==> src/pcs_pkg.sv <==
// ----------------------------------------------------------------------------
// pcs_pkg
// Shared types and constants of the pattern chain sequencer.
// ----------------------------------------------------------------------------
package pcs_pkg;

  // Fixed field widths of the command word and result word
  localparam int CMD_W   = 2;
  localparam int BEAT_W  = 16;
  localparam int REQ_W   = 8;
  localparam int SLOT_W  = 6;
  localparam int IN_ID_W = 16;
  localparam int BARS_W  = 8;
  localparam int OUT_W   = 6;

  // Configuration registers
  localparam int CNT_W     = 7;
  localparam int CFG_IDX_W = 1;
  localparam logic [CFG_IDX_W-1:0] REG_PATTERN_COUNT = 1'b0;
  localparam logic [CFG_IDX_W-1:0] REG_CHAIN_LENGTH  = 1'b1;

  // A bar is 16 beats
  localparam int BAR_LOG2 = 4;

  typedef enum logic [CMD_W-1:0] {
    CMD_BEAT       = 2'd0,
    CMD_REQUEST    = 2'd1,
    CMD_PATTERN_ID = 2'd2,
    CMD_CHAIN_ENTRY = 2'd3
  } pcs_cmd_t;

  // Search token handed from cell to cell
  typedef struct packed {
    logic valid;
    logic hit;
  } pcs_tok_t;

endpackage

==> src/pcs_cell.sv <==
// ----------------------------------------------------------------------------
// pcs_cell
// One pattern table slot: holds a pattern ID and checks the passing token.
// ----------------------------------------------------------------------------
module pcs_cell #(
  parameter int ID_BITS  = 16,
  parameter int IDX_W    = 6,
  parameter int CELL_IDX = 0
) (
  input  logic                   clk,
  input  logic                   rst_n,
  input  pcs_pkg::pcs_tok_t      tok_in,
  input  logic [IDX_W-1:0]       idx_in,
  input  logic [ID_BITS-1:0]     key,
  input  logic [pcs_pkg::CNT_W-1:0] npat,
  input  logic                   wr_en,
  input  logic [pcs_pkg::SLOT_W-1:0] wr_slot,
  input  logic [ID_BITS-1:0]     wr_id,
  output pcs_pkg::pcs_tok_t      tok_out,
  output logic [IDX_W-1:0]       idx_out
);
  import pcs_pkg::*;

  logic [ID_BITS-1:0] id_r;
  pcs_tok_t           tok_r;
  pcs_tok_t           tok_nxt;
  logic [IDX_W-1:0]   idx_r;
  logic [IDX_W-1:0]   idx_nxt;
  logic               live;
  logic               match;

  // slot is live only while it lies below the loaded pattern count
  assign live  = (CELL_IDX < int'(npat));
  assign match = tok_in.valid && !tok_in.hit && live && (id_r == key);

  always_comb begin
    tok_nxt.valid = tok_in.valid;
    tok_nxt.hit   = tok_in.hit || match;
    idx_nxt       = match ? IDX_W'(CELL_IDX) : idx_in;
  end

  always_ff @(posedge clk) begin
    if (!rst_n) begin
      tok_r <= '0;
    end else begin
      tok_r <= tok_nxt;
    end
  end

  always_ff @(posedge clk) begin
    idx_r <= idx_nxt;
    if (wr_en && (int'(wr_slot) == CELL_IDX)) begin
      id_r <= wr_id;
    end
  end

  assign tok_out = tok_r;
  assign idx_out = idx_r;

endmodule

==> src/pcs_search_row.sv <==
// ----------------------------------------------------------------------------
// pcs_search_row
// Row of pattern cells; a search token walks one cell per cycle.
// ----------------------------------------------------------------------------
module pcs_search_row #(
  parameter int MAX_PATTERNS = 64,
  parameter int ID_BITS      = 16,
  parameter int IDX_W        = 6
) (
  input  logic                   clk,
  input  logic                   rst_n,
  input  logic                   launch,
  input  logic [ID_BITS-1:0]     key,
  input  logic [pcs_pkg::CNT_W-1:0] npat,
  input  logic                   wr_en,
  input  logic [pcs_pkg::SLOT_W-1:0] wr_slot,
  input  logic [ID_BITS-1:0]     wr_id,
  output pcs_pkg::pcs_tok_t      res_tok,
  output logic [IDX_W-1:0]       res_idx
);
  import pcs_pkg::*;

  pcs_tok_t         tok [0:MAX_PATTERNS];
  logic [IDX_W-1:0] idx [0:MAX_PATTERNS];

  assign tok[0].valid = launch;
  assign tok[0].hit   = 1'b0;
  assign idx[0]       = '0;

  for (genvar g = 0; g < MAX_PATTERNS; g++) begin : g_cell
    pcs_cell #(
      .ID_BITS  (ID_BITS),
      .IDX_W    (IDX_W),
      .CELL_IDX (g)
    ) u_cell (
      .clk     (clk),
      .rst_n   (rst_n),
      .tok_in  (tok[g]),
      .idx_in  (idx[g]),
      .key     (key),
      .npat    (npat),
      .wr_en   (wr_en),
      .wr_slot (wr_slot),
      .wr_id   (wr_id),
      .tok_out (tok[g+1]),
      .idx_out (idx[g+1])
    );
  end

  assign res_tok = tok[MAX_PATTERNS];
  assign res_idx = idx[MAX_PATTERNS];

endmodule

==> src/pattern_chain_sequencer_core.sv <==
// ----------------------------------------------------------------------------
// pattern_chain_sequencer_core
// Picks the drum pattern for each audio block from manual requests and a
// pattern chain; pattern IDs are looked up in a row of search cells.
// ----------------------------------------------------------------------------
//
//  channel   | handshake               | words
//  ----------+-------------------------+-----------------------------------
//  command   | start / busy            | in_cmd, in_beat_*, in_block_end,
//            |                         | in_request_index, in_table_slot,
//            |                         | in_entry_id, in_entry_bars
//  result    | out_valid (1-cycle)     | out_playing_pattern, out_chain_step
//  config    | cfg_we                  | cfg_index, cfg_wdata
//
//  - Beat, request and table words are taken without raising busy.
//  - A block end answers on the next cycle, except when the chain steps:
//    then busy holds while the chain position wraps, the chain memory is
//    read and the token crosses the search row, and the result shows on
//    the cycle busy drops.
//  - Synchronous active-low reset clears control state; table contents are
//    undefined until written.
//  - Results are a one-cycle strobe; the receiver cannot stall them.
//
module pattern_chain_sequencer_core #(
  parameter int MAX_PATTERNS = 64,
  parameter int MAX_CHAIN    = 64,
  parameter int ID_BITS      = 16
) (
  input  logic                             clk,
  input  logic                             rst_n,
  // command channel
  input  logic                             start,
  output logic                             busy,
  input  logic [pcs_pkg::CMD_W-1:0]        in_cmd,
  input  logic                             in_beat_valid,
  input  logic [pcs_pkg::BEAT_W-1:0]       in_beat_index,
  input  logic                             in_block_end,
  input  logic [pcs_pkg::REQ_W-1:0]        in_request_index,
  input  logic [pcs_pkg::SLOT_W-1:0]       in_table_slot,
  input  logic [pcs_pkg::IN_ID_W-1:0]      in_entry_id,
  input  logic [pcs_pkg::BARS_W-1:0]       in_entry_bars,
  // result channel
  output logic                             out_valid,
  output logic [pcs_pkg::OUT_W-1:0]        out_playing_pattern,
  output logic [pcs_pkg::OUT_W-1:0]        out_chain_step,
  // config port
  input  logic                             cfg_we,
  input  logic [pcs_pkg::CFG_IDX_W-1:0]    cfg_index,
  input  logic [pcs_pkg::CNT_W-1:0]        cfg_wdata
);
  import pcs_pkg::*;

  // Largest usable pattern count is capped by the 7-bit register
  localparam int NpMax  = (MAX_PATTERNS < 127) ? MAX_PATTERNS : 127;
  localparam int PIdxW  = (NpMax > 1) ? $clog2(NpMax) : 1;
  localparam int ChainW = (MAX_CHAIN > 1) ? $clog2(MAX_CHAIN) : 1;
  localparam int ModSteps = CNT_W;

  typedef enum logic [2:0] {
    ST_IDLE,
    ST_MOD,
    ST_RD,
    ST_LAUNCH,
    ST_SEARCH
  } state_t;

  state_t state_r, state_nxt;

  // configuration
  logic [CNT_W-1:0]  pat_count_r, pat_count_nxt;
  logic [CNT_W-1:0]  chain_len_r, chain_len_nxt;

  // sequencer state
  logic [PIdxW-1:0]  play_index_r, play_index_nxt;
  logic              pend_valid_r, pend_valid_nxt;
  logic [REQ_W-1:0]  pend_index_r, pend_index_nxt;
  logic [OUT_W-1:0]  chain_pos_r, chain_pos_nxt;
  logic [BARS_W-1:0] bars_left_r, bars_left_nxt;
  logic              bound_seen_r, bound_seen_nxt;

  // chain step working registers
  logic [PIdxW-1:0]  cur_r, cur_nxt;
  logic [CNT_W-1:0]  dvd_r, dvd_nxt;
  logic [CNT_W-1:0]  rem_r, rem_nxt;
  logic [2:0]        step_cnt_r, step_cnt_nxt;

  // result register
  logic              out_valid_r, out_valid_nxt;
  logic [OUT_W-1:0]  out_pat_r, out_pat_nxt;
  logic [OUT_W-1:0]  out_step_r, out_step_nxt;

  // chain table memory
  logic [ID_BITS-1:0] chain_id_mem   [0:MAX_CHAIN-1];
  logic [BARS_W-1:0]  chain_bars_mem [0:MAX_CHAIN-1];
  logic [ID_BITS-1:0] rd_id_r;
  logic [BARS_W-1:0]  rd_bars_r;
  logic [ChainW-1:0]  rd_addr;

  // misc
  logic               accept;
  logic               beat_bound;
  logic [CNT_W-1:0]   npat;
  logic [CNT_W-1:0]   nchain;
  logic [PIdxW-1:0]   cur_clamp;
  logic [PIdxW-1:0]   pend_clamp;
  logic [ID_BITS-1:0] wr_id;
  logic               pat_wr;
  logic               chain_wr;
  logic [CNT_W:0]     mod_trial;
  logic [CNT_W:0]     mod_diff;
  pcs_tok_t           res_tok;
  logic [PIdxW-1:0]   res_idx;

  assign accept     = start && (state_r == ST_IDLE);
  assign busy       = (state_r != ST_IDLE);
  assign beat_bound = in_beat_valid && (in_beat_index[BAR_LOG2-1:0] == '0);
  assign wr_id      = ID_BITS'(in_entry_id);
  assign pat_wr     = accept && (in_cmd == CMD_PATTERN_ID);
  assign chain_wr   = accept && (in_cmd == CMD_CHAIN_ENTRY)
                      && (int'(in_table_slot) < MAX_CHAIN);

  // oversized register values saturate at the table depth
  assign npat   = (int'(pat_count_r) > MAX_PATTERNS) ? CNT_W'(MAX_PATTERNS) : pat_count_r;
  assign nchain = (int'(chain_len_r) > MAX_CHAIN) ? CNT_W'(MAX_CHAIN) : chain_len_r;

  // stale play index and the request are both clamped to the last pattern
  assign cur_clamp  = (CNT_W'(play_index_r) >= npat) ? PIdxW'(npat - 1'b1) : play_index_r;
  assign pend_clamp = (pend_index_r >= REQ_W'(npat)) ? PIdxW'(npat - 1'b1)
                                                     : PIdxW'(pend_index_r);

  // one restoring-division step of (chain_pos + 1) mod nchain per cycle
  assign mod_trial = {rem_r, dvd_r[CNT_W-1]};
  assign mod_diff  = mod_trial - {1'b0, nchain};

  assign rd_addr = ChainW'(rem_r);

  pcs_search_row #(
    .MAX_PATTERNS (MAX_PATTERNS),
    .ID_BITS      (ID_BITS),
    .IDX_W        (PIdxW)
  ) u_search (
    .clk     (clk),
    .rst_n   (rst_n),
    .launch  (state_r == ST_LAUNCH),
    .key     (rd_id_r),
    .npat    (npat),
    .wr_en   (pat_wr),
    .wr_slot (in_table_slot),
    .wr_id   (wr_id),
    .res_tok (res_tok),
    .res_idx (res_idx)
  );

  always_comb begin
    state_nxt      = state_r;
    pat_count_nxt  = pat_count_r;
    chain_len_nxt  = chain_len_r;
    play_index_nxt = play_index_r;
    pend_valid_nxt = pend_valid_r;
    pend_index_nxt = pend_index_r;
    chain_pos_nxt  = chain_pos_r;
    bars_left_nxt  = bars_left_r;
    bound_seen_nxt = bound_seen_r;
    cur_nxt        = cur_r;
    dvd_nxt        = dvd_r;
    rem_nxt        = rem_r;
    step_cnt_nxt   = step_cnt_r;
    out_valid_nxt  = 1'b0;
    out_pat_nxt    = out_pat_r;
    out_step_nxt   = out_step_r;

    if (cfg_we) begin
      unique case (cfg_index)
        REG_PATTERN_COUNT: pat_count_nxt = cfg_wdata;
        REG_CHAIN_LENGTH:  chain_len_nxt = cfg_wdata;
      endcase
    end

    unique case (state_r)
      ST_IDLE: begin
        if (start) begin
          unique case (in_cmd)
            CMD_BEAT: begin
              if (!in_block_end) begin
                bound_seen_nxt = bound_seen_r || beat_bound;
              end else begin
                bound_seen_nxt = 1'b0;
                out_step_nxt   = chain_pos_r;
                priority if (npat == '0) begin
                  // nothing loaded: answer pattern 0, keep all state but bound_seen
                  out_valid_nxt = 1'b1;
                  out_pat_nxt   = '0;
                end else if ((bound_seen_r || beat_bound) && pend_valid_r) begin
                  play_index_nxt = pend_clamp;
                  pend_valid_nxt = 1'b0;
                  chain_pos_nxt  = '0;
                  bars_left_nxt  = BARS_W'(1);
                  out_valid_nxt  = 1'b1;
                  out_pat_nxt    = OUT_W'(pend_clamp);
                  out_step_nxt   = '0;
                end else if ((bound_seen_r || beat_bound) && (nchain != '0)
                             && (bars_left_r <= BARS_W'(1))) begin
                  // chain steps: wrap position, then look up the entry ID
                  cur_nxt      = cur_clamp;
                  dvd_nxt      = CNT_W'(chain_pos_r) + 1'b1;
                  rem_nxt      = '0;
                  step_cnt_nxt = '0;
                  state_nxt    = ST_MOD;
                end else if ((bound_seen_r || beat_bound) && (nchain != '0)) begin
                  bars_left_nxt = bars_left_r - 1'b1;
                  out_valid_nxt = 1'b1;
                  out_pat_nxt   = OUT_W'(cur_clamp);
                end else begin
                  out_valid_nxt = 1'b1;
                  out_pat_nxt   = OUT_W'(cur_clamp);
                end
              end
            end
            CMD_REQUEST: begin
              pend_valid_nxt = 1'b1;
              pend_index_nxt = in_request_index;
            end
            CMD_PATTERN_ID: begin
              // stored in the search row
            end
            CMD_CHAIN_ENTRY: begin
              // stored in the chain memory
            end
          endcase
        end
      end
      ST_MOD: begin
        rem_nxt      = (mod_trial >= {1'b0, nchain}) ? mod_diff[CNT_W-1:0]
                                                      : mod_trial[CNT_W-1:0];
        dvd_nxt      = dvd_r << 1;
        step_cnt_nxt = step_cnt_r + 1'b1;
        if (step_cnt_r == 3'(ModSteps - 1)) begin
          state_nxt = ST_RD;
        end
      end
      ST_RD: begin
        state_nxt = ST_LAUNCH;
      end
      ST_LAUNCH: begin
        state_nxt = ST_SEARCH;
      end
      ST_SEARCH: begin
        if (res_tok.valid) begin
          play_index_nxt = res_tok.hit ? res_idx : cur_r;
          chain_pos_nxt  = OUT_W'(rem_r);
          bars_left_nxt  = (rd_bars_r == '0) ? BARS_W'(1) : rd_bars_r;
          out_valid_nxt  = 1'b1;
          out_pat_nxt    = OUT_W'(res_tok.hit ? res_idx : cur_r);
          out_step_nxt   = OUT_W'(rem_r);
          state_nxt      = ST_IDLE;
        end
      end
      default: begin
        state_nxt = ST_IDLE;
      end
    endcase
  end

  always_ff @(posedge clk) begin
    if (!rst_n) begin
      state_r      <= ST_IDLE;
      pat_count_r  <= '0;
      chain_len_r  <= '0;
      play_index_r <= '0;
      pend_valid_r <= 1'b0;
      pend_index_r <= '0;
      chain_pos_r  <= '0;
      bars_left_r  <= '0;
      bound_seen_r <= 1'b0;
      step_cnt_r   <= '0;
      out_valid_r  <= 1'b0;
    end else begin
      state_r      <= state_nxt;
      pat_count_r  <= pat_count_nxt;
      chain_len_r  <= chain_len_nxt;
      play_index_r <= play_index_nxt;
      pend_valid_r <= pend_valid_nxt;
      pend_index_r <= pend_index_nxt;
      chain_pos_r  <= chain_pos_nxt;
      bars_left_r  <= bars_left_nxt;
      bound_seen_r <= bound_seen_nxt;
      step_cnt_r   <= step_cnt_nxt;
      out_valid_r  <= out_valid_nxt;
    end
  end

  // datapath words, no reset needed
  always_ff @(posedge clk) begin
    cur_r      <= cur_nxt;
    dvd_r      <= dvd_nxt;
    rem_r      <= rem_nxt;
    out_pat_r  <= out_pat_nxt;
    out_step_r <= out_step_nxt;
  end

  // chain table: one write port, one registered read port
  always_ff @(posedge clk) begin
    if (chain_wr) begin
      chain_id_mem[ChainW'(in_table_slot)]   <= wr_id;
      chain_bars_mem[ChainW'(in_table_slot)] <= in_entry_bars;
    end
    rd_id_r   <= chain_id_mem[rd_addr];
    rd_bars_r <= chain_bars_mem[rd_addr];
  end

  assign out_valid           = out_valid_r;
  assign out_playing_pattern = out_pat_r;
  assign out_chain_step      = out_step_r;

  // results only leave once the sequencer is back in idle
  a_result_idle: assert property (@(posedge clk) disable iff (!rst_n)
    out_valid_r |-> (state_r == ST_IDLE))
    else $error("result strobe while sequencer busy");

  // the search token may only emerge while waiting for it
  a_token_search: assert property (@(posedge clk) disable iff (!rst_n)
    res_tok.valid |-> (state_r == ST_SEARCH))
    else $error("search token outside search phase");

  // every accepted block end either answers next cycle or starts a chain step
  a_block_end: assert property (@(posedge clk) disable iff (!rst_n)
    (accept && (in_cmd == CMD_BEAT) && in_block_end) |=>
      (out_valid_r || (state_r == ST_MOD)))
    else $error("block end dropped");

endmodule
==> config.mk <==
export PLATFORM = sky130hd
export DESIGN_NAME = pattern_chain_sequencer_core
export DESIGN_NICKNAME = d
export VERILOG_FILES = /design/src/pcs_pkg.sv /design/src/pcs_cell.sv /design/src/pcs_search_row.sv /design/src/pattern_chain_sequencer_core.sv
export SDC_FILE = /design/constraint.sdc
export NUM_CORES = 2
export LEC_CHECK = 0
export BUFFER_PORTS_ARGS = -buffer_cell sky130_fd_sc_hd__buf_4
export CAP_MARGIN = 25
export CORE_UTILIZATION = 25
export CTS_BUF_LIST = sky130_fd_sc_hd__clkbuf_16
export CTS_CLUSTER_DIAMETER = 60
export DETAILED_ROUTE_END_ITERATION = 8
export HOLD_SLACK_MARGIN = 0.02
export MAX_ROUTING_LAYER = met4
export RECOVER_POWER = 50
export SYNTH_ARGS = -nofsm -noshare
export SYNTH_HDL_FRONTEND = slang
export SYNTH_HIERARCHICAL = 1
export SYNTH_SLANG_ARGS = --single-unit
==> constraint.sdc <==
create_clock -name clk -period 6.4 [get_ports clk]
set_input_delay 0.64 -clock clk [delete_from_list [all_inputs] [get_ports clk]]
set_output_delay 0.64 -clock clk [all_outputs]
set_load 0.01 [all_outputs]
==> impl_metrics.tcl <==
set metrics [dict create \
    grt_start_max_net_pins 126 \
    routedWlPerCell_um 23.4 \
    pwr-share-comb_pct 2.4 \
    holdCritPathClass "input pin to flip-flop" \
    leakage_nw 45.6 \
    final_cell_mix "edfxtp_1, xor2_1, dfxtp_1, mux4_2, xnor2_1" \
    r2r_slack_ns 1.20 \
    postCtsResizedCells 0 \
    grt_pass1_vias 67800 \
    finish.instance_area_um2 145000 \
    yosysWarnings 6 \
    fin_setup_tns_ns 0 \
    synth_top_area_share_pct 62.7 \
    drc_errors 0 \
    post-route-min-period_ns 5.30 \
    cts_sinks 3179 \
    clk_latency_ns 0.89 \
    cts-root-buf "clkbuf_16" \
    failed_checks "capacitance limit, slew limit" \
    synth_fa_ha_area_share_pct 0.288 \
    outcome "finished, violations left" \
    power.internal_mw 32.6 \
    synthesis.area_um2 124000 \
    clockBufferDepth 4 \
    die_w_um 707 \
    dpl.hpwl_um 180000 \
    setup_viol 0 \
    swShare_pct 20.8 \
    start_util_pct 25.1 \
    worstHoldStart "in_request_index[7]" \
    synthTopCellsByArea "edfxtp_1, dfxtp_1, mux4_2, xor2_1, xnor2_1" \
    slowest_delay_ns 3.13 \
    critPathLaunchType "input pin" \
    core_um2 494000 \
    postRouteAntennaNets 0 \
    dr.pass1.iters 6 \
    p_switching_mw 8.57 \
    die_area_um2 500000 \
    finalMaxSlewViolations 2213 \
    netlist-cell-type-count 115 \
    final_core_util_pct 29.2 \
    ys_seq_area_share_pct 72.1 \
    synth.avg_cell_area_um2 17.8 \
    io_buffers 71 \
    end_kind "flip-flop" \
    fin_crit_sh_pct 82.8 \
    floorplan.rows 258 \
    yosys.area_share.simple_pct 6.43 \
    slowest_stage "clkbuf_1" \
    ir_drop_uv 194 \
    critical_path_arrival_ns 5.69 \
    pwr-share-seq_pct 54.8 \
    hold_viol 0 \
    post_dp_cell_area_um2 135000 \
    syn_to_final_growth_pct 16.3 \
    powerDensity_nw_per_um2 285 \
    clk_pin_slew_ns 0.06 \
    drive_above_1_share_pct 18.8 \
    crit_type "input pin to flip-flop" \
    ys_ff_latch 3179 \
    path_max_fanout 78 \
    cp_num_buf_inv 2 \
    crit_required_ns 6.79 \
    cp-startpoint "in_entry_id[12]" \
    overflow 0 \
    fillers 48200 \
    tightest_slew_ns 5.58 \
    synth_compound_area_share_pct 5.53 \
    vias 66100 \
    grt_pass1_wl_um 482000 \
    cp_top_family "buffers and inverters" \
    drt_iter0_drc 6812 \
    cap_violations 38 \
    fp.dieH_um 707 \
    synth_cells 6992 \
    synth_top_family_by_area "multiplexers" \
    yosys_most_used_dff "edfxtp_1" \
    nets 7510 \
    htreeDepth 5 \
    num_io_pins 84 \
    numCtsBuffers 304 \
    skew_ns 0.0589 \
    rsz0062_at_grt "false" \
    synthXorXnorAreaFrac_pct 7.30 \
    postCtsSetupRepairBufs 0 \
    synth_area_leader_cell "edfxtp_1" \
    grtUsageTotal_pct 13.4 \
    vias_per_cell 4.63 \
    layout_commonest_cell "edfxtp_1" \
    pwr-share-clk_pct 42.8 \
    cp_cell_sequence "clkbuf_1, clkbuf_2" \
    grt_antenna_before_repair 23 \
    total_power_mw 41.2 \
    drt_wl_total_um 334000 \
    r2r_start "rd_id_r[0]" \
    relSlewSlack_pct -272 \
    max_clock_freq_mhz 189 \
    gp_congestion 0.799 \
    synth_edf_count 2592 \
    cts_tree "done" \
    synthArstFlopShare_pct 0 \
    synth_mux_area_share_pct 7.54 \
]
## power by group through the flow
| stage | clock, mW | sequential, mW | combinational [mW] |
|---|---|---|---|
| after global routing | 18.7 | 22.5 | 1.06 |
| final | 17.6 | 22.5 | 1.01 |
| after CTS | 17.9 | 22.5 | 1.02 |
| after detailed placement | 0 | 23.0 | 1.01 |
| after global placement | 0 | 23.0 | 0.987 |
| after floorplan | 0 | 22.9 | 0.321 |
## worst paths after layout
check                                                        endpoint  cells after the start
worst max register to register  u_search/g_cell[31].u_cell/idx_out[5]                      4
worst min-delay path                                  pend_index_r[7]                      3
worst min register to register   u_search/g_cell[3].u_cell/idx_out[1]                      1
worst max-delay path                             chain_id_mem[13][12]                      2
## flip-flops by register name, summed over array words and instances, names as in the netlist, 3 cells and up
name / flops
step_cnt_r: 3
u_search/g_cell.u_cell/tok_out: 128
dvd_r: 7
chain_bars_mem: 512
chain_id_mem: 1024
bars_left_r: 8
chain_pos_r: 6
pend_index_r: 8
u_search/g_cell.u_cell/idx_out: 384
play_index_r: 6
chain_len_r: 7
out_chain_step: 6
cur_r: 6
pat_count_r: 7
rd_bars_r: 8
rd_id_r: 16
u_search/g_cell.u_cell/id_r: 1024
state_r: 3
out_playing_pattern: 6
rem_r: 7
## what timing repair did
item,CTS,global route
endpoints found under the hold margin,18,0
hold buffers,13,0
endpoints found under the setup margin,0,0
## routing by layer
| layer | vias up | wire (µm) | track usage, % |
|---|---|---|---|
| li1 | 28200 | - | - |
| met1 | 34900 | 145000 | 18.0 |
| met2 | 2422 | 158000 | 21.3 |
| met3 | 523 | 22800 | 1.92 |
| met4 | 0 | 8690 | 3.28 |
| met5 | - | 0 | - |
## Yosys cell counts (26+ instances only)
library cell and n:
a21oi_1 43, nor4_4 26, nand4b_1 37, nand4_1 97, nand2_1 209, nor3_1 72
clkbuf_1 99, nor4b_1 26, edfxtp_1 2592, o21ai_0 49, nor2_1 160, buf_2 49
a221oi_1 34, xnor2_1 362, a21boi_1 41, a21boi_0 73, mux2i_1 63, o21a_1 106
o22ai_1 40, xor2_1 669, and2_1 85, a22o_1 26, dfxtp_1 587, inv_1 48
ha_1 27, nor4_2 78, nand3_1 76, a22oi_1 51, buf_1 26, nor2b_1 41
mux4_2 384, o21ai_1 50, o21bai_1 156, nor4_1 58
## stage by stage
stage               instances  setup WS, ns  hold WS [ns]
floorplan                6999         0.701         0.382
global placement        13700          2.29         0.394
detailed placement      13700          2.33         0.389
CTS                     14300          2.32        0.0218
global route            14300          1.01        0.0739
finish                  14300          1.10        0.0979
## layout make-up
| class | instances | area (µm²) | area share (%) |
|---|---|---|---|
| flip-flops and latches | 3179 | 89600 | 62.0 |
| multi-input cells | 3588 | 34300 | 23.7 |
| well taps | 6630 | 8300 | 5.74 |
| clock buffers | 321 | 8030 | 5.56 |
| repair buffers | 289 | 2490 | 1.72 |
| clock inverters | 223 | 1580 | 1.09 |
| inverters | 50 | 191 | 0.132 |
| diodes | 9 | 22.5 | 0.0156 |
## kinds of logic (layout without fill, tap and decap cells)
family | Yosys count | after routing
flops | 3179 | 3179
xor+xnor | 1033 | 1033
other cells | 1 | 17
compound gates | 882 | 882
mux | 455 | 455
fa+ha+maj | 28 | 28
buf+inv | 232 | 883
simple gates | 1182 | 1182
No activity file was read; power rests on OpenSTA's default activity.
